`config.mk`:
```
export PLATFORM = sky130hd
export DESIGN_NAME = ansi_key_escape_translator_core
export DESIGN_NICKNAME = d
export VERILOG_FILES = /design/src/rtl/aket_pkg.sv /design/src/rtl/ansi_key_escape_translator_core.sv /design/src/rtl/aket_prefix_track.sv /design/src/rtl/aket_key_queue.sv
export SDC_FILE = /design/constraint.sdc
export NUM_CORES = 1
export LEC_CHECK = 0
export CAP_MARGIN = 40
export CORE_MARGIN = 5
export CORE_UTILIZATION = 40
export CTS_BUF_LIST = sky130_fd_sc_hd__clkbuf_4
export DETAILED_ROUTE_END_ITERATION = 6
export DONT_BUFFER_PORTS = 1
export SLEW_MARGIN = 20
export SYNTH_ARGS = -nofsm -noshare
export SYNTH_HDL_FRONTEND = slang
export SYNTH_SLANG_ARGS = --single-unit
```
`constraint.sdc`:
```
create_clock -name clk_i -period 3.4 [get_ports clk_i]
set_input_delay 0.68 -clock clk_i [delete_from_list [all_inputs] [get_ports clk_i]]
set_output_delay 0.68 -clock clk_i [all_outputs]
set_load 0.05 [all_outputs]
```
`src/rtl/aket_pkg.sv`:
```
// Shared types and character constants for the cursor-key escape translator.
package aket_pkg;

  localparam int unsigned MaxKeys = 4;

  localparam logic [7:0] ChEsc     = 8'h1B;
  localparam logic [7:0] ChBracket = 8'h5B;
  localparam logic [7:0] ChTilde   = 8'h7E;

  localparam logic ModeByte    = 1'b0;
  localparam logic ModeTimeout = 1'b1;

  typedef struct packed {
    logic       mode;
    logic [7:0] rx_byte;
  } in_item_t;

  typedef struct packed {
    logic [7:0] key_code;
    logic       last;
  } out_item_t;

  // One run of keys caused by a single input item.
  typedef struct packed {
    logic [MaxKeys-1:0][7:0] keys;
    logic [2:0]              num;
  } key_run_t;

endpackage

```
`src/rtl/ansi_key_escape_translator_core.sv`:
```
// Top level of the cursor-key escape translator: prefix tracker feeding a key run register.
//
// The input channel (in_valid_i, in_ready_o, in_item_i) carries one item per transfer:
// either a received terminal byte (mode 0) or an idle timeout (mode 1). The output
// channel (out_valid_o, out_ready_i, out_item_o) carries one key code per transfer,
// with last set on the final key caused by an input item. An item may cause zero to
// four keys: plain bytes pass through, ESC [ X and ESC [ d ~ collapse into a single
// control code, and a broken or timed-out prefix is released as its raw bytes.
// The keys of an item accepted at one edge are offered from the next cycle on. An
// item that yields one key or none can be accepted every cycle while the receiver
// keeps taking keys; an item yielding more keys holds the result register until
// they have all transferred, so the next item is taken in the cycle its last key
// transfers. The key run register is the only thing that sets this rate.
// When the receiver stalls, the current key holds steady and in_ready_o stays low
// for as long as the register holds a key that has not yet transferred. Reset
// clears the pending prefix and empties the result register.
module ansi_key_escape_translator_core
  import aket_pkg::*;
(
  input  logic      clk_i,
  input  logic      rst_ni,
  input  logic      in_valid_i,
  output logic      in_ready_o,
  input  in_item_t  in_item_i,
  output logic      out_valid_o,
  input  logic      out_ready_i,
  output out_item_t out_item_o
);

  logic     accept;
  logic     can_load;
  key_run_t run;

  // The tracker decodes the incoming item against the pending prefix right at the
  // transfer, and the resulting run lands in the result register at the same edge.
  assign in_ready_o = can_load;
  assign accept     = in_valid_i && can_load;

  aket_prefix_track u_prefix_track (
    .clk_i    (clk_i),
    .rst_ni   (rst_ni),
    .accept_i (accept),
    .item_i   (in_item_i),
    .run_o    (run)
  );

  // Items that produce no key only advance the prefix state; the register is
  // loaded only when there is something to send.
  aket_key_queue u_key_queue (
    .clk_i       (clk_i),
    .rst_ni      (rst_ni),
    .load_i      (accept && (run.num != 3'd0)),
    .run_i       (run),
    .can_load_o  (can_load),
    .out_valid_o (out_valid_o),
    .out_ready_i (out_ready_i),
    .out_item_o  (out_item_o)
  );

endmodule

```
`src/rtl/aket_prefix_track.sv`:
```
// Escape prefix tracker: holds the pending prefix and decodes each input item into a key run.
module aket_prefix_track
  import aket_pkg::*;
(
  input  logic     clk_i,
  input  logic     rst_ni,
  input  logic     accept_i,
  input  in_item_t item_i,
  output key_run_t run_o
);

  localparam logic [1:0] PfxNone    = 2'd0;
  localparam logic [1:0] PfxEsc     = 2'd1;
  localparam logic [1:0] PfxBracket = 2'd2;
  localparam logic [1:0] PfxDigit   = 2'd3;

  logic [1:0] cnt_q, cnt_d;
  logic [7:0] digit_q, digit_d;

  logic [7:0] b;
  logic       three_hit, four_hit;
  logic [7:0] three_code, stored_code;
  logic       broken;
  logic [1:0] rel_n;
  logic       single;
  logic [7:0] single_code;
  logic       append;

  assign b = item_i.rx_byte;

  always_comb begin
    three_hit  = 1'b1;
    three_code = 8'd0;
    unique case (b)
      8'h41:   three_code = 8'd16; // A
      8'h42:   three_code = 8'd14; // B
      8'h43:   three_code = 8'd6;  // C
      8'h44:   three_code = 8'd2;  // D
      8'h46:   three_code = 8'd5;  // F
      8'h48:   three_code = 8'd1;  // H
      8'h34:   three_code = 8'd4;  // 4
      default: three_hit  = 1'b0;
    endcase
  end

  always_comb begin
    unique case (b)
      8'h31, 8'h33, 8'h35, 8'h36: four_hit = 1'b1;
      default:                    four_hit = 1'b0;
    endcase
  end

  // In the digit state the stored digit is always one of the four valid digits.
  always_comb begin
    unique case (digit_q)
      8'h31:   stored_code = 8'd1;
      8'h33:   stored_code = 8'd4;
      8'h35:   stored_code = 8'd7;
      8'h36:   stored_code = 8'd3;
      default: stored_code = 8'd0;
    endcase
  end

  always_comb begin
    cnt_d       = cnt_q;
    digit_d     = digit_q;
    broken      = 1'b0;
    rel_n       = 2'd0;
    single      = 1'b0;
    single_code = 8'd0;
    append      = 1'b0;
    run_o.num   = 3'd0;

    if (item_i.mode == ModeTimeout) begin
      rel_n     = cnt_q;
      run_o.num = {1'b0, cnt_q};
      cnt_d     = PfxNone;
    end else begin
      unique case (cnt_q)
        PfxNone: begin
          broken = 1'b1;
        end
        PfxEsc: begin
          if (b == ChBracket) begin
            cnt_d = PfxBracket;
          end else begin
            broken = 1'b1;
            rel_n  = 2'd1;
          end
        end
        PfxBracket: begin
          if (three_hit) begin
            single      = 1'b1;
            single_code = three_code;
            cnt_d       = PfxNone;
          end else if (four_hit) begin
            digit_d = b;
            cnt_d   = PfxDigit;
          end else begin
            broken = 1'b1;
            rel_n  = 2'd2;
          end
        end
        default: begin
          if (b == ChTilde) begin
            single      = 1'b1;
            single_code = stored_code;
            cnt_d       = PfxNone;
          end else begin
            broken = 1'b1;
            rel_n  = 2'd3;
          end
        end
      endcase

      if (single) begin
        run_o.num = 3'd1;
      end else if (broken) begin
        // Release the pending bytes, then treat the byte as fresh.
        if (b == ChEsc) begin
          run_o.num = {1'b0, rel_n};
          cnt_d     = PfxEsc;
        end else begin
          run_o.num = {1'b0, rel_n} + 3'd1;
          append    = 1'b1;
          cnt_d     = PfxNone;
        end
      end
    end

    run_o.keys[0] = ChEsc;
    run_o.keys[1] = ChBracket;
    run_o.keys[2] = digit_q;
    run_o.keys[3] = b;
    if (append) begin
      run_o.keys[rel_n] = b;
    end
    if (single) begin
      run_o.keys[0] = single_code;
    end
  end

  always_ff @(posedge clk_i or negedge rst_ni) begin
    if (!rst_ni) begin
      cnt_q <= PfxNone;
    end else if (accept_i) begin
      cnt_q <= cnt_d;
    end
  end

  always_ff @(posedge clk_i) begin
    if (accept_i) begin
      digit_q <= digit_d;
    end
  end

endmodule

```
`src/rtl/aket_key_queue.sv`:
```
// Result register: holds one key run and hands its keys out one transfer at a time.
module aket_key_queue
  import aket_pkg::*;
(
  input  logic      clk_i,
  input  logic      rst_ni,
  input  logic      load_i,
  input  key_run_t  run_i,
  output logic      can_load_o,
  output logic      out_valid_o,
  input  logic      out_ready_i,
  output out_item_t out_item_o
);

  logic [MaxKeys-1:0][7:0] keys_q;
  logic [2:0]              left_q;
  logic [1:0]              idx_q;
  logic                    pop;

  assign out_valid_o         = (left_q != 3'd0);
  assign pop                 = out_valid_o && out_ready_i;
  assign can_load_o          = (left_q == 3'd0) || (pop && (left_q == 3'd1));
  assign out_item_o.key_code = keys_q[idx_q];
  assign out_item_o.last     = (left_q == 3'd1);

  always_ff @(posedge clk_i or negedge rst_ni) begin
    if (!rst_ni) begin
      left_q <= 3'd0;
      idx_q  <= 2'd0;
    end else if (load_i) begin
      left_q <= run_i.num;
      idx_q  <= 2'd0;
    end else if (pop) begin
      left_q <= left_q - 3'd1;
      idx_q  <= idx_q + 2'd1;
    end
  end

  always_ff @(posedge clk_i) begin
    if (load_i) begin
      keys_q <= run_i.keys;
    end
  end

endmodule

```
Word-level counts from Yosys, hierarchy flattened
Cells that the tools add are included.
{"block": "word_totals", "register_bits": 47, "input_bits": 13, "out_inout_bits": 11, "word_cells": 106}
{"block": "op_classes", "add_sub_neg": 3, "magnitude_cmp": 3, "eq_ne": 21, "muxes": 54, "n_bitwise": 2, "n_reduce_logical": 15}
{"cell": "$eq 8x6->1 const B", "n": 9}
{"cell": "$eq 8x7->1 const B", "n": 8}
{"cell": "$pmux 5 s7", "n": 1}
{"cell": "$bwmux 32", "n": 1}
{"cell": "$mux 32", "n": 1}
{"cell": "$mux 8", "n": 4}
{"cell": "$mux 2", "n": 14}
{"cell": "$mux 3", "n": 7}
{"cell": "$mux 1", "n": 17}
{"cell": "$bmux 8 s2", "n": 1}
{"cell": "$demux 8 s2", "n": 1}
{"cell": "$pmux 8 s2", "n": 1}
{"cell": "$pmux 2 s3", "n": 2}
{"cell": "$pmux 3 s4", "n": 1}
{"cell": "$eq 8x5->1 const B", "n": 1}
{"cell": "$reduce_or 7->1", "n": 1}
{"cell": "$lt 2x3->1 const B", "n": 2}
{"cell": "$reduce_bool 3->1", "n": 2}
{"cell": "$logic_and 1x1->1", "n": 5}
{"cell": "$mux 5", "n": 1}
{"cell": "$reduce_and 5->1", "n": 1}
{"cell": "$reduce_or 4->1", "n": 1}
{"cell": "$add 2x1->3 const B", "n": 1}
{"cell": "$eq 3x1->1 const B", "n": 1}
{"cell": "other kinds (13)", "n": 14}

Depth between registers and ports, before layout
Gate-level depths: netlist of run 1.
{"block": "logic_depth", "depth_word": 15, "mapped_depth": 11, "depth_no_buf": 10}

Modules after synthesis
Synthesis of run 1 repeated with hierarchy kept, for this count alone.
{"block": "unflattened", "hier_cells": 229, "hier_area_um2": 2696.3}
{"mod": "aket_key_queue", "instances": 1, "cells_each": 80, "area_each_um2": 1486.4, "seq_area_each_um2": 1086.0}
{"mod": "aket_prefix_track", "instances": 1, "cells_each": 147, "area_each_um2": 1193.6, "seq_area_each_um2": 290.3}
{"mod": "ansi_key_escape_translator_core", "instances": 1, "cells_each": 2, "area_each_um2": 16.3, "seq_area_each_um2": 0.0}

Worst setup path before layout of run 1
Ideal clock, no wire load.
{"block": "synth_timing", "path_kind": "in2reg", "start": "in in_item_i[5] (netlist bit)", "end": "reg u_key_queue.keys_q[0] (netlist bit), enable pin", "setup_ps": 383, "arrival_time_ps": 3102, "required_time_ps": 3017, "slack_ps": -85, "path_stages": 10, "path_buffers": 1, "path_cell_list": "buf_6 -> nor4b_4 -> o211ai_1 -> nand4_2 -> a211oi_1 -> ha_1 -> mux2i_1 -> o31a_1 -> o22a_1 -> a21oi_4"}
{"block": "synth_via", "elab_chain_cells": 14, "elab_cells_between_ends": 41, "classes_between": "add/sub (1); eq/ne (14); mux (22); reduce/logical (4)"}
{"item": "from (decl)", "line": "ansi_key_escape_translator_core.sv:24", "rtl": "input in_item_t in_item_i,"}
{"item": "$eq 8x6->1", "line": "aket_prefix_track.sv:47", "rtl": "unique case (b)"}
{"item": "$reduce_or 4->1", "line": "aket_prefix_track.sv:47"}
{"item": "$mux 1", "line": "aket_prefix_track.sv:47"}
{"item": "$mux 2", "line": "aket_prefix_track.sv:96", "rtl": "end else if (four_hit) begin"}
{"item": "$mux 2", "line": "aket_prefix_track.sv:92", "rtl": "if (three_hit) begin"}
{"item": "$pmux 2 s3", "line": "aket_prefix_track.sv:79", "rtl": "unique case (cnt_q)"}
{"item": "$mux 2", "line": "aket_prefix_track.sv:74", "rtl": "if (item_i.mode == ModeTimeout) begin"}
{"item": "$add 2x1->3", "line": "aket_prefix_track.sv:124", "rtl": "run_o.num = {1'b0, rel_n} + 3'd1;"}
{"item": "$mux 3", "line": "aket_prefix_track.sv:120", "rtl": "if (b == ChEsc) begin"}
{"item": "$mux 3", "line": "aket_prefix_track.sv:118", "rtl": "end else if (broken) begin"}
{"item": "$mux 3 (*)", "line": "aket_prefix_track.sv:116", "rtl": "if (single) begin"}
{"item": "$mux 3 (*)", "line": "aket_prefix_track.sv:74"}
{"item": "$reduce_bool 3->1 (*)", "line": "ansi_key_escape_translator_core.sv:52", "rtl": ".load_i (accept && (run.num != 3'd0)),"}
{"item": "$logic_and 1x1->1 (*)", "line": "ansi_key_escape_translator_core.sv:52"}
{"item": "via u_key_queue.load_i", "line": "aket_key_queue.sv:7", "rtl": "input logic load_i,"}
{"item": "to (signal assigned)", "line": "aket_key_queue.sv:41", "rtl": "keys_q <= run_i.keys;"}
{"item": "to (decl)", "line": "aket_key_queue.sv:15", "rtl": "logic [MaxKeys-1:0][7:0] keys_q;"}
Mark *: on every way through the listed nets, which the timed path passes. The rest lies on a longest branch. The select of a mux whose other input is x is not followed.
A chain may end at the register's enable or synchronous reset.

Worst setup path after layout of run 1
{"block": "layout_timing", "start": "in in_item_i[2] (netlist bit)", "end": "reg u_key_queue.keys_q[10] (netlist bit), enable pin"}
The elaborated chain is that of the path after synthesis.

==> results of run 1 <==
registers in the layout (all words and copies together), names as in the netlist:
signal	count
u_key_queue.idx_q	2
u_prefix_track.digit_q	8
u_prefix_track.cnt_q	2
u_key_queue.keys_q	32
u_key_queue.left_q	3
kinds of logic (layout without fill, tap and decap cells):
group,Yosys count,after routing
xor+xnor,4,4
mux,19,19
compound gates,55,55
flops,47,47
buf+inv,22,26
fa+ha+maj,4,4
simple gates,83,83
power by group:
part | leakage [nW] | internal, mW | switching, mW
clock | 0.0418 | 0.157 | 0.186
combinational | 0.527 | 0.204 | 0.412
sequential | 0.441 | 0.701 | 0.0812
layout make-up:
type / count / area (um^2)
Clock buffer: 5 / 37.5
Fill cell: 628 / 3770
Timing Repair Buffer: 8 / 75.1
Clock inverter: 3 / 46.3
Tap cell: 96 / 120
Sequential cell: 47 / 1380
Inverter: 10 / 37.5
Multi-Input combinational cell: 165 / 1330
synthesized netlist by cell type (all sizes together) (4+ instances only):
library cell  count  area [um^2]
edfxtp           40         1200
nand2            17         63.8
nor2             15         56.3
a21oi            11         66.3
o21ai            11         55.1
inv              10         37.5
mux2              8         90.1
mux4              8          180
buf               7         42.5
dfrtp             7          175
nand2b            7         43.8
nand3             7         40.0
a31oi             5         31.3
clkbuf            5         18.8
nor2b             5         31.3
and2              4         25.0
ha                4         50.1
routing by layer:
metal	vias up	global-route usage, %
met5	-	0
met4	0	4.93
met3	9	2.90
met2	50	21.7
met1	912	20.0
li1	906	-
path summary, 6_finish.rpt:
check,start,endpoint,cells after the start
setup / recovery,in_item_i[2],u_key_queue.keys_q[10],9
hold / removal,in_item_i[6],u_key_queue.keys_q[30],0
setup reg to reg,u_prefix_track.cnt_q[1],u_key_queue.keys_q[10],9
hold reg to reg,u_prefix_track.digit_q[4],u_key_queue.keys_q[20],1
max in group asynchronous,rst_ni,u_key_queue.idx_q[0],1
min in group asynchronous,rst_ni,u_key_queue.left_q[1],1
metrics by stage:
stage                     utilization, %  setup TNS, ps  total power, mW  hold WS, ps  instances
after global routing                44.5              0             1.83          366        334
after global placement              43.1              0             1.41          385        325
after floorplan                        -          -2370             1.33          384        234
after CTS                           44.5              0             1.77          381        334
after detailed placement            43.1              0             1.43          385        325
final                               44.5              0             1.74          393        334
timing repair:
item / CTS / global route
hold buffers: 1 / 0
hold endpoints to repair: 7 / 0
setup endpoints to repair: 0 / 0
buffers inserted: 0 / 0
==> impl_metrics.json, run 1 <==
{
  "avgViaCountPerCell": 5.62,
  "io_pins": 24,
  "drv_slew": 0,
  "fp.dieArea_um2": 8770,
  "cap_violations": 0,
  "ant_nets": 0,
  "wl_per_cell_um": 17.2,
  "period_share_pct": 77.6,
  "synth_seq_cells": 47,
  "num_rows": 30,
  "core_area_um2": 6790,
  "cts_buffers": 5,
  "worst_pin_slew_ps": 656,
  "cts.path.max_buffers": 2,
  "cp.arrival_ps": 2700,
  "synth_mux_area_share_pct": 10.7,
  "worstSetupStartpointType": "input port",
  "async_flop_share_pct": 14.9,
  "peakVddDrop_v": 0.000179,
  "path_class": "input port to flip-flop",
  "dp.final_hpwl_um": 4200,
  "critPathBufInv": 1,
  "yosys.area_share.adder_pct": 1.79,
  "min_period_ps": 2640,
  "fp.dieH_um": 93.6,
  "final_cell_mix": "40 x edfxtp_1, 17 x nand2_1, 15 x nor2_1",
  "drt_iter0_markers": 180,
  "dominantRegCellSynth": "edfxtp_1",
  "antennaDiodeCount": 0,
  "endpoint_kind": "flip-flop",
  "reg2reg_slack_ps": 850,
  "power.density_nw_per_um2": 576,
  "grt_max_degree": 36,
  "synth_cell_types": 63,
  "ys_seq_area_share_pct": 49.2,
  "final_area_um2": 3020,
  "drive_gt1_share_pct": 19.7,
  "hold_viol_final": 0,
  "post_cts_resized": 0,
  "synth_xor_area_share_pct": 1.25,
  "antenna_found_initial": 0,
  "grt_pass1_wl_um": 9690,
  "synth-simple-area-share_pct": 19.1,
  "cts_tree": "yes",
  "cts_sinks": 47,
  "synth-edff-count": 40,
  "cp_slowest_cell": "or3b_1",
  "grtUsageTotal_pct": 14.2,
  "synth_top_family_by_area": "simple AND/OR/NAND/NOR gates",
  "syn-mean-instance-area_um2": 12.0,
  "syn_inst": 234,
  "routabilityCongestion": 0.829,
  "place_area_um2": 2930,
  "via_count": 1877,
  "cp.required_ps": 3460,
  "netlist_area_um2": 2800,
  "path_clk_slew_ps": 150,
  "die_w_um": 93.6,
  "dpl_worst_slack_ps": 362,
  "setup_viol": 0,
  "grt_pass1_vias": 1805,
  "wl_met3_um": 352,
  "fmax_mhz": 379,
  "fin_nets": 254,
  "p_leak_nw": 1.01,
  "crit_family": "compound AO/OA/AOI/OAI gates",
  "drt_pass1_iterations": 4,
  "cts.htree.levels": 2,
  "path_cells": "or3b_1, o21ai_0, a21boi_0, ha_1, mux2i_1, o31a_1, o22a_1, a21oi_4, buf_12",
  "grt_setup_unrepaired": "no",
  "finClkSkew_ps": 19.7,
  "max-slew-margin-rel_pct": 55.9,
  "top_layer": "met4",
  "port_buffers": 0,
  "clkLatencyLatePin_ps": 370,
  "routed_wl_um": 5730,
  "wl_met2_um": 2660,
  "cpPeakStageDelay_ps": 410,
  "worstPathMaxFanout": 35,
  "root_buffer": "clkbuf_4",
  "synth-compound-area-share_pct": 14.4,
  "route.detailed.drc": 0,
  "synth_fp_nets": 251,
  "start_util_pct": 41.2,
  "finalWorstSetupSlack_ps": 763,
  "status": "completed",
  "grt_overflow": 0,
  "final_common_cell": "edfxtp_1",
  "ys_warn_count": 0,
  "area_growth_pct": 7.96,
  "wl_met1_um": 2630,
  "hold_path.class": "input port to flip-flop"
}
Power figures use the tool's default switching activity.
==> run 2, diff against run 1 <==
==> constraint.sdc (replaced) <==
create_clock -name clk_i -period 2.7 [get_ports clk_i]
set_input_delay 0.54 -clock clk_i [delete_from_list [all_inputs] [get_ports clk_i]]
set_output_delay 0.54 -clock clk_i [all_outputs]
set_load 0.05 [all_outputs]
==> run 2 against run 1 <==
  * Die area is the same
  * Sequential cell count is the same
  * Critical endpoint is now u_key_queue.keys_q[3]
  * Sequential share of layout area shrank 1.7 points
  * Clock power grew 51%
==> impl_metrics.json, run 2 (synthesized netlist as in run 1, its figures left out) <==
{
  "largest_register_ffs": 32,
  "period_share_pct": 89.5,
  "nFillCells": 633,
  "setup_viol": 0,
  "io_pins": 24,
  "path_cells": "inv_1, nor2_1, a211oi_2, ha_1, mux2i_1, o31a_1, o22a_1, a21oi_4, buf_12",
  "clkLatencyLatePin_ps": 360,
  "path_clk_slew_ps": 140,
  "dpl_worst_slack_ps": -75.3,
  "fmax_mhz": 414,
  "cts.htree.levels": 2,
  "multi_input_area_um2": 1340,
  "drive_gt1_share_pct": 24.4,
  "worstPathMaxFanout": 27,
  "utilization_pct": 46.2,
  "avgViaCountPerCell": 5.53,
  "core_area_um2": 6790,
  "path_class": "flip-flop to flip-flop",
  "largest_register": "u_key_queue.keys_q",
  "seq_area_um2": 1380,
  "cp_slowest_cell": "dfrtp_1",
  "top_regs": "u_key_queue.keys_q (32), u_prefix_track.digit_q (8), u_key_queue.left_q (3)",
  "critPathBufInv": 2,
  "holdPathEnd": "u_prefix_track.digit_q[7]",
  "crit_family": "compound AO/OA/AOI/OAI gates",
  "grt_pass1_vias": 1945,
  "post_cts_buffers": 0,
  "worstHoldStart": "in_item_i[7]",
  "status": "completed",
  "routabilityCongestion": 0.986,
  "reg2reg_to": "u_key_queue.keys_q[3]",
  "num_rows": 30,
  "final_cell_mix": "40 x edfxtp_1, 18 x buf_4, 17 x nand2_1",
  "start_util_pct": 41.2,
  "worst_pin_slew_ps": 583,
  "r2r_start": "u_prefix_track.cnt_q[0]",
  "place_area_um2": 3030,
  "cp.required_ps": 2770,
  "drv_slew": 0,
  "antenna_found_initial": 0,
  "grtUsageTotal_pct": 15.1,
  "cap_violations": 0,
  "tns_ps": 0,
  "routed_wl_um": 6120,
  "drt_iter0_markers": 220,
  "p_leak_nw": 1.08,
  "grt_pass1_wl_um": 10300,
  "via_count": 1914,
  "max-slew-margin-rel_pct": 61.1,
  "worstSetupStartpointType": "flip-flop",
  "cts_sinks": 47,
  "grt_max_degree": 28,
  "grt_overflow": 0,
  "port_buffers": 0,
  "hold_viol_final": 0,
  "fp.dieArea_um2": 8770,
  "cts_buffers": 5,
  "endpoint_kind": "flip-flop",
  "grt_setup_unrepaired": "no",
  "root_buffer": "clkbuf_4",
  "dp.final_hpwl_um": 4460,
  "route.detailed.drc": 0,
  "worstHoldPathCells": 0,
  "hold_path.class": "input port to flip-flop",
  "reg2reg_slack_ps": 280,
  "min_period_ps": 2420,
  "antennaDiodeCount": 0,
  "drt_pass1_iterations": 4,
  "cpPeakStageDelay_ps": 590,
  "total_power_mw": 2.31,
  "cp.arrival_ps": 2490,
  "final_area_um2": 3140,
  "die_w_um": 93.6,
  "area_growth_pct": 12.3,
  "fin_nets": 266,
  "reg2regPathDepth": 9,
  "finClkSkew_ps": 14.7,
  "cts_tree": "yes",
  "ant_nets": 0,
  "cts.path.max_buffers": 2,
  "fp.dieH_um": 93.6,
  "final_common_cell": "edfxtp_1",
  "finalWorstSetupSlack_ps": 284,
  "wl_per_cell_um": 17.7,
  "power.density_nw_per_um2": 734,
  "peakVddDrop_v": 0.000312
}
==> run 2: metrics by stage <==
stage / std cells / hold slack [ps]
2_1_floorplan: 234 / 244
3_3_place_gp: 337 / 245
3_5_place_dp: 337 / 245
4_1_cts: 346 / 240
5_1_grt: 346 / 228
6_report: 346 / 264
==> run 2: worst max-delay path by stage <==
stage	start	to	slack, ps	cells after the start
2_1_floorplan	in_item_i[5]	u_key_queue.keys_q[0]	-630	10
3_3_place_gp	in_item_i[2]	u_key_queue.keys_q[17]	-20	9
3_5_place_dp	in_item_i[3]	u_key_queue.keys_q[25]	-80	10
4_1_cts	u_key_queue.idx_q[0]	out_item_o[3]	230	1
5_1_grt	in_item_i[2]	u_key_queue.keys_q[3]	110	9
6_report	u_prefix_track.cnt_q[0]	u_key_queue.keys_q[3]	280	9
==> run 2: per-layer routing <==
layer,track usage (%),routed length [um],vias to the layer above
met3,3.06,298,5
met1,21.3,2880,935
met2,23.6,2870,45
met5,0,0,-
met4,3.97,69,0
li1,-,-,929
==> run 2: timing repair <==
item,4_1_cts,5_1_grt
hold endpoints to repair,7,0
endpoints found under the setup margin,0,0
hold buffers,1,0
resized for setup,0,0
==> run 2: final cells by class <==
| type | instances | area share [%] |
|---|---|---|
| well taps | 96 | 3.82 |
| clock inverters | 3 | 2.15 |
| inverters | 10 | 1.20 |
| flip-flops and latches | 47 | 43.8 |
| repair buffers | 20 | 5.26 |
| clock buffers | 5 | 1.20 |
| multi-input cells | 165 | 42.5 |
==> run 2: power by group <==
part           switching (mW)  internal [mW]  leakage, nW
clock                   0.231          0.288       0.0514
combinational           0.529          0.281        0.587
sequential             0.0952          0.883        0.441
==> run 2: worst register-to-register path, delay by kind of cell (launching register included) <==
| family | cells | cell delay (ps) |
|---|---|---|
| buffers and inverters | 2 | 320 |
| adders and majority gates | 1 | 280 |
| muxes | 1 | 70 |
| AOI/OAI and AO/OA | 4 | 710 |
| DFF | 1 | 590 |
| and+or+nand+nor | 1 | 150 |
==> run 3, diff against run 2 <==
--- a/config.mk
+++ b/config.mk
@@ -5,6 +5,7 @@
 export SDC_FILE = /design/constraint.sdc
 export NUM_CORES = 1
 export LEC_CHECK = 0
+export ABC_AREA = 1
 export CAP_MARGIN = 40
 export CORE_MARGIN = 5
 export CORE_UTILIZATION = 40
==> run 3 against run 2 <==
  * Area after synthesis fell by 5.6%
  * Utilization rose by 1.0 points
  * Die area fell by 5.0%
  * Non-clock buffer count rose by 7
  * Sequential share of layout area rose by 1.8 points
  * Worst setup slack improved by 79 ps
  * Synthesized cell count rose by 33%
  * Maximum frequency rose by 3.4%
  * First-iteration DRC count fell by 39%
  * Critical endpoint is now u_key_queue.keys_q[25]
  * Via count rose by 12%
  * Register-to-register slack improved by 80 ps
  * Clock power fell by 36%
==> impl_metrics.json, run 3 <==
{
  "syn_inst": 311,
  "synth-simple-area-share_pct": 27.0,
  "path_clk_slew_ps": 140,
  "avgViaCountPerCell": 5.10,
  "cts_buffers": 5,
  "cp.required_ps": 2780,
  "p_sw_share_pct": 45.1,
  "p_sw_mw": 1.11,
  "ys_warn_count": 0,
  "netlist_area_um2": 2640,
  "synth-compound-area-share_pct": 11.7,
  "antenna_found_initial": 0,
  "ant_nets": 0,
  "synth_most_common_cell": "nand2_1",
  "grt_pass1_wl_um": 9900,
  "ys_top_cells_by_area": "edfxtp_1 45%, nand2_1 11%, nor2_1 6.8%",
  "clkPwrFrac_pct": 13.4,
  "synth_seq_cells": 47,
  "dominantRegCellSynth": "edfxtp_1",
  "p_leak_nw": 1.29,
  "area_growth_pct": 14.2,
  "io_pins": 24,
  "synth_cell_types": 31,
  "cap_violations": 0,
  "cts_sinks": 47,
  "max-slew-margin-rel_pct": 68.8,
  "internal_power_mw": 1.35,
  "worst_pin_slew_ps": 467,
  "final_cell_mix": "77 x nand2_1, 48 x nor2_1, 40 x edfxtp_1",
  "total_power_mw": 2.46,
  "core_area_um2": 6390,
  "final_common_cell": "nand2_1",
  "fp.dieH_um": 91.3,
  "multi_input_area_um2": 1140,
  "worstSetupStartpointType": "flip-flop",
  "status": "completed",
  "port_buffers": 0,
  "peakVddDrop_v": 0.000661,
  "hold_path.class": "input port to flip-flop",
  "grt_setup_unrepaired": "no",
  "async_flop_share_pct": 14.9,
  "ys_seq_area_share_pct": 52.1,
  "seq_area_um2": 1380,
  "period_share_pct": 86.6,
  "yosys.area_share.adder_pct": 1.89,
  "setup_viol": 0,
  "drt_pass1_iterations": 5,
  "drv_slew": 0,
  "hold_viol_final": 0,
  "grt_pass1_vias": 2027,
  "comb_power_share_pct": 48.2,
  "drive_gt1_share_pct": 19.0,
  "cpPeakStageDelay_ps": 460,
  "cts.path.max_buffers": 2,
  "dp.final_hpwl_um": 4530,
  "fp.dieArea_um2": 8330,
  "syn-mean-instance-area_um2": 8.49,
  "cts_tree": "yes",
  "endpoint_kind": "flip-flop",
  "yosys.area.top_type": "edfxtp_1",
  "synth.top_cell.area_share_pct": 45.5,
  "root_buffer": "clkbuf_4",
  "power.density_nw_per_um2": 817,
  "largest_register": "u_key_queue.keys_q",
  "nFillCells": 620,
  "synth_mux_area_share_pct": 0,
  "synth_top_family_by_area": "simple AND/OR/NAND/NOR gates",
  "fmax_mhz": 428,
  "die_w_um": 91.3,
  "post_cts_resized": 0,
  "synth_fp_nets": 328,
  "cp_slowest_cell": "dfrtp_1",
  "routabilityCongestion": 0.833,
  "path_cells": "nor2_2, inv_1, a21oi_1, nand3_2, nand2_1, ha_1, or2_2, nand4_1, nand3_1, nand2_2, nand2_8",
  "start_util_pct": 41.4,
  "drt_iter0_markers": 134,
  "cp.arrival_ps": 2410,
  "seqPwrFrac_pct": 38.4,
  "fin_nets": 358,
  "top_regs": "u_key_queue.keys_q (32), u_prefix_track.digit_q (8), u_key_queue.left_q (3)",
  "min_period_ps": 2340,
  "grt_max_degree": 36,
  "grtUsageTotal_pct": 14.6,
  "routed_wl_um": 5810,
  "worstPathMaxFanout": 35,
  "finClkSkew_ps": 14.5,
  "grt_overflow": 0,
  "tns_ps": 0,
  "antennaDiodeCount": 0,
  "wl_per_cell_um": 13.9,
  "via_count": 2136,
  "synth_xor_area_share_pct": 1.33,
  "synth-edff-count": 40,
  "synthTopCellsByCount": "79 x nand2_1, 48 x nor2_1, 40 x edfxtp_1",
  "cts.htree.levels": 2,
  "clkLatencyLatePin_ps": 370,
  "num_rows": 29,
  "largest_register_ffs": 32,
  "route.detailed.drc": 0,
  "path_class": "flip-flop to flip-flop"
}
run 3: final timing paths:
check                                     startpoint                 endpoint  slack [ps]  cells past startpoint
setup / recovery             u_prefix_track.cnt_q[0]   u_key_queue.keys_q[25]         360                     11
hold / removal                          in_item_i[3]   u_key_queue.keys_q[27]         250                      0
setup reg to reg             u_prefix_track.cnt_q[0]   u_key_queue.keys_q[25]         360                     11
hold reg to reg            u_prefix_track.digit_q[6]   u_key_queue.keys_q[22]         570                      2
max in group asynchronous                     rst_ni    u_key_queue.left_q[0]        1920                      1
min in group asynchronous                     rst_ni  u_prefix_track.cnt_q[1]         510                      1
run 3: power groups by stage:
stage / registers, mW / logic (mW) / clock network (mW)
2_1_floorplan: 0.944 / 0.900 / 0
3_3_place_gp: 0.965 / 1.19 / 0
3_5_place_dp: 0.966 / 1.20 / 0
4_1_cts: 0.950 / 1.21 / 0.338
5_1_grt: 0.958 / 1.30 / 0.373
6_report: 0.947 / 1.19 / 0.331
run 3: layout make-up:
class                      count  area share, %
clock buffer                   6           1.49
multi-input combinational    224           37.7
clock inverter                 2          0.290
sequential                    47           45.6
inverter                      36           4.48
tap                           77           3.19
timing repair buffer          27           7.22
run 3: cell families after synthesis:
group / Yosys count
XOR/XNOR: 4
flip-flops: 47
AO/OA/AOI/OAI: 51
AND/OR/NAND/NOR: 165
buffers and inverters: 40
adder cells (fa/ha/maj): 4
run 3: through the flow:
stage / utilization (%) / worst slack (ps) / cells / hold WS (ps) / instance area (um^2)
floorplan: - / 63.5 / 311 / 244 / 2670
global placement: 46.2 / 81.7 / 410 / 245 / 2950
detailed placement: 46.2 / 23.1 / 410 / 245 / 2950
CTS: 47.2 / 338 / 419 / 246 / 3020
global route: 47.2 / 174 / 419 / 221 / 3020
finish: 47.2 / 363 / 419 / 253 / 3020
run 3: what timing repair did:
item	CTS	global route
setup buffers	0	0
endpoints found under the hold margin	7	0
hold buffers	1	0
endpoints found under the setup margin	0	0
run 3: per-layer routing:
layer	GRT usage, %	up-vias	wire length (um)
li1	-	1108	-
met3	3.22	8	292
met5	0	-	0
met1	21.2	968	2830
met4	4.65	0	85
met2	21.9	52	2610
run 3: critical path: cells and delay by family, from the launching register on:
| kind | cells | cell delay, ps |
|---|---|---|
| AO/OA/AOI/OAI | 1 | 160 |
| buffers and inverters | 1 | 50 |
| AND/OR/NAND/NOR | 8 | 1140 |
| adder cells (fa/ha/maj) | 1 | 220 |
| flip-flops | 1 | 460 |
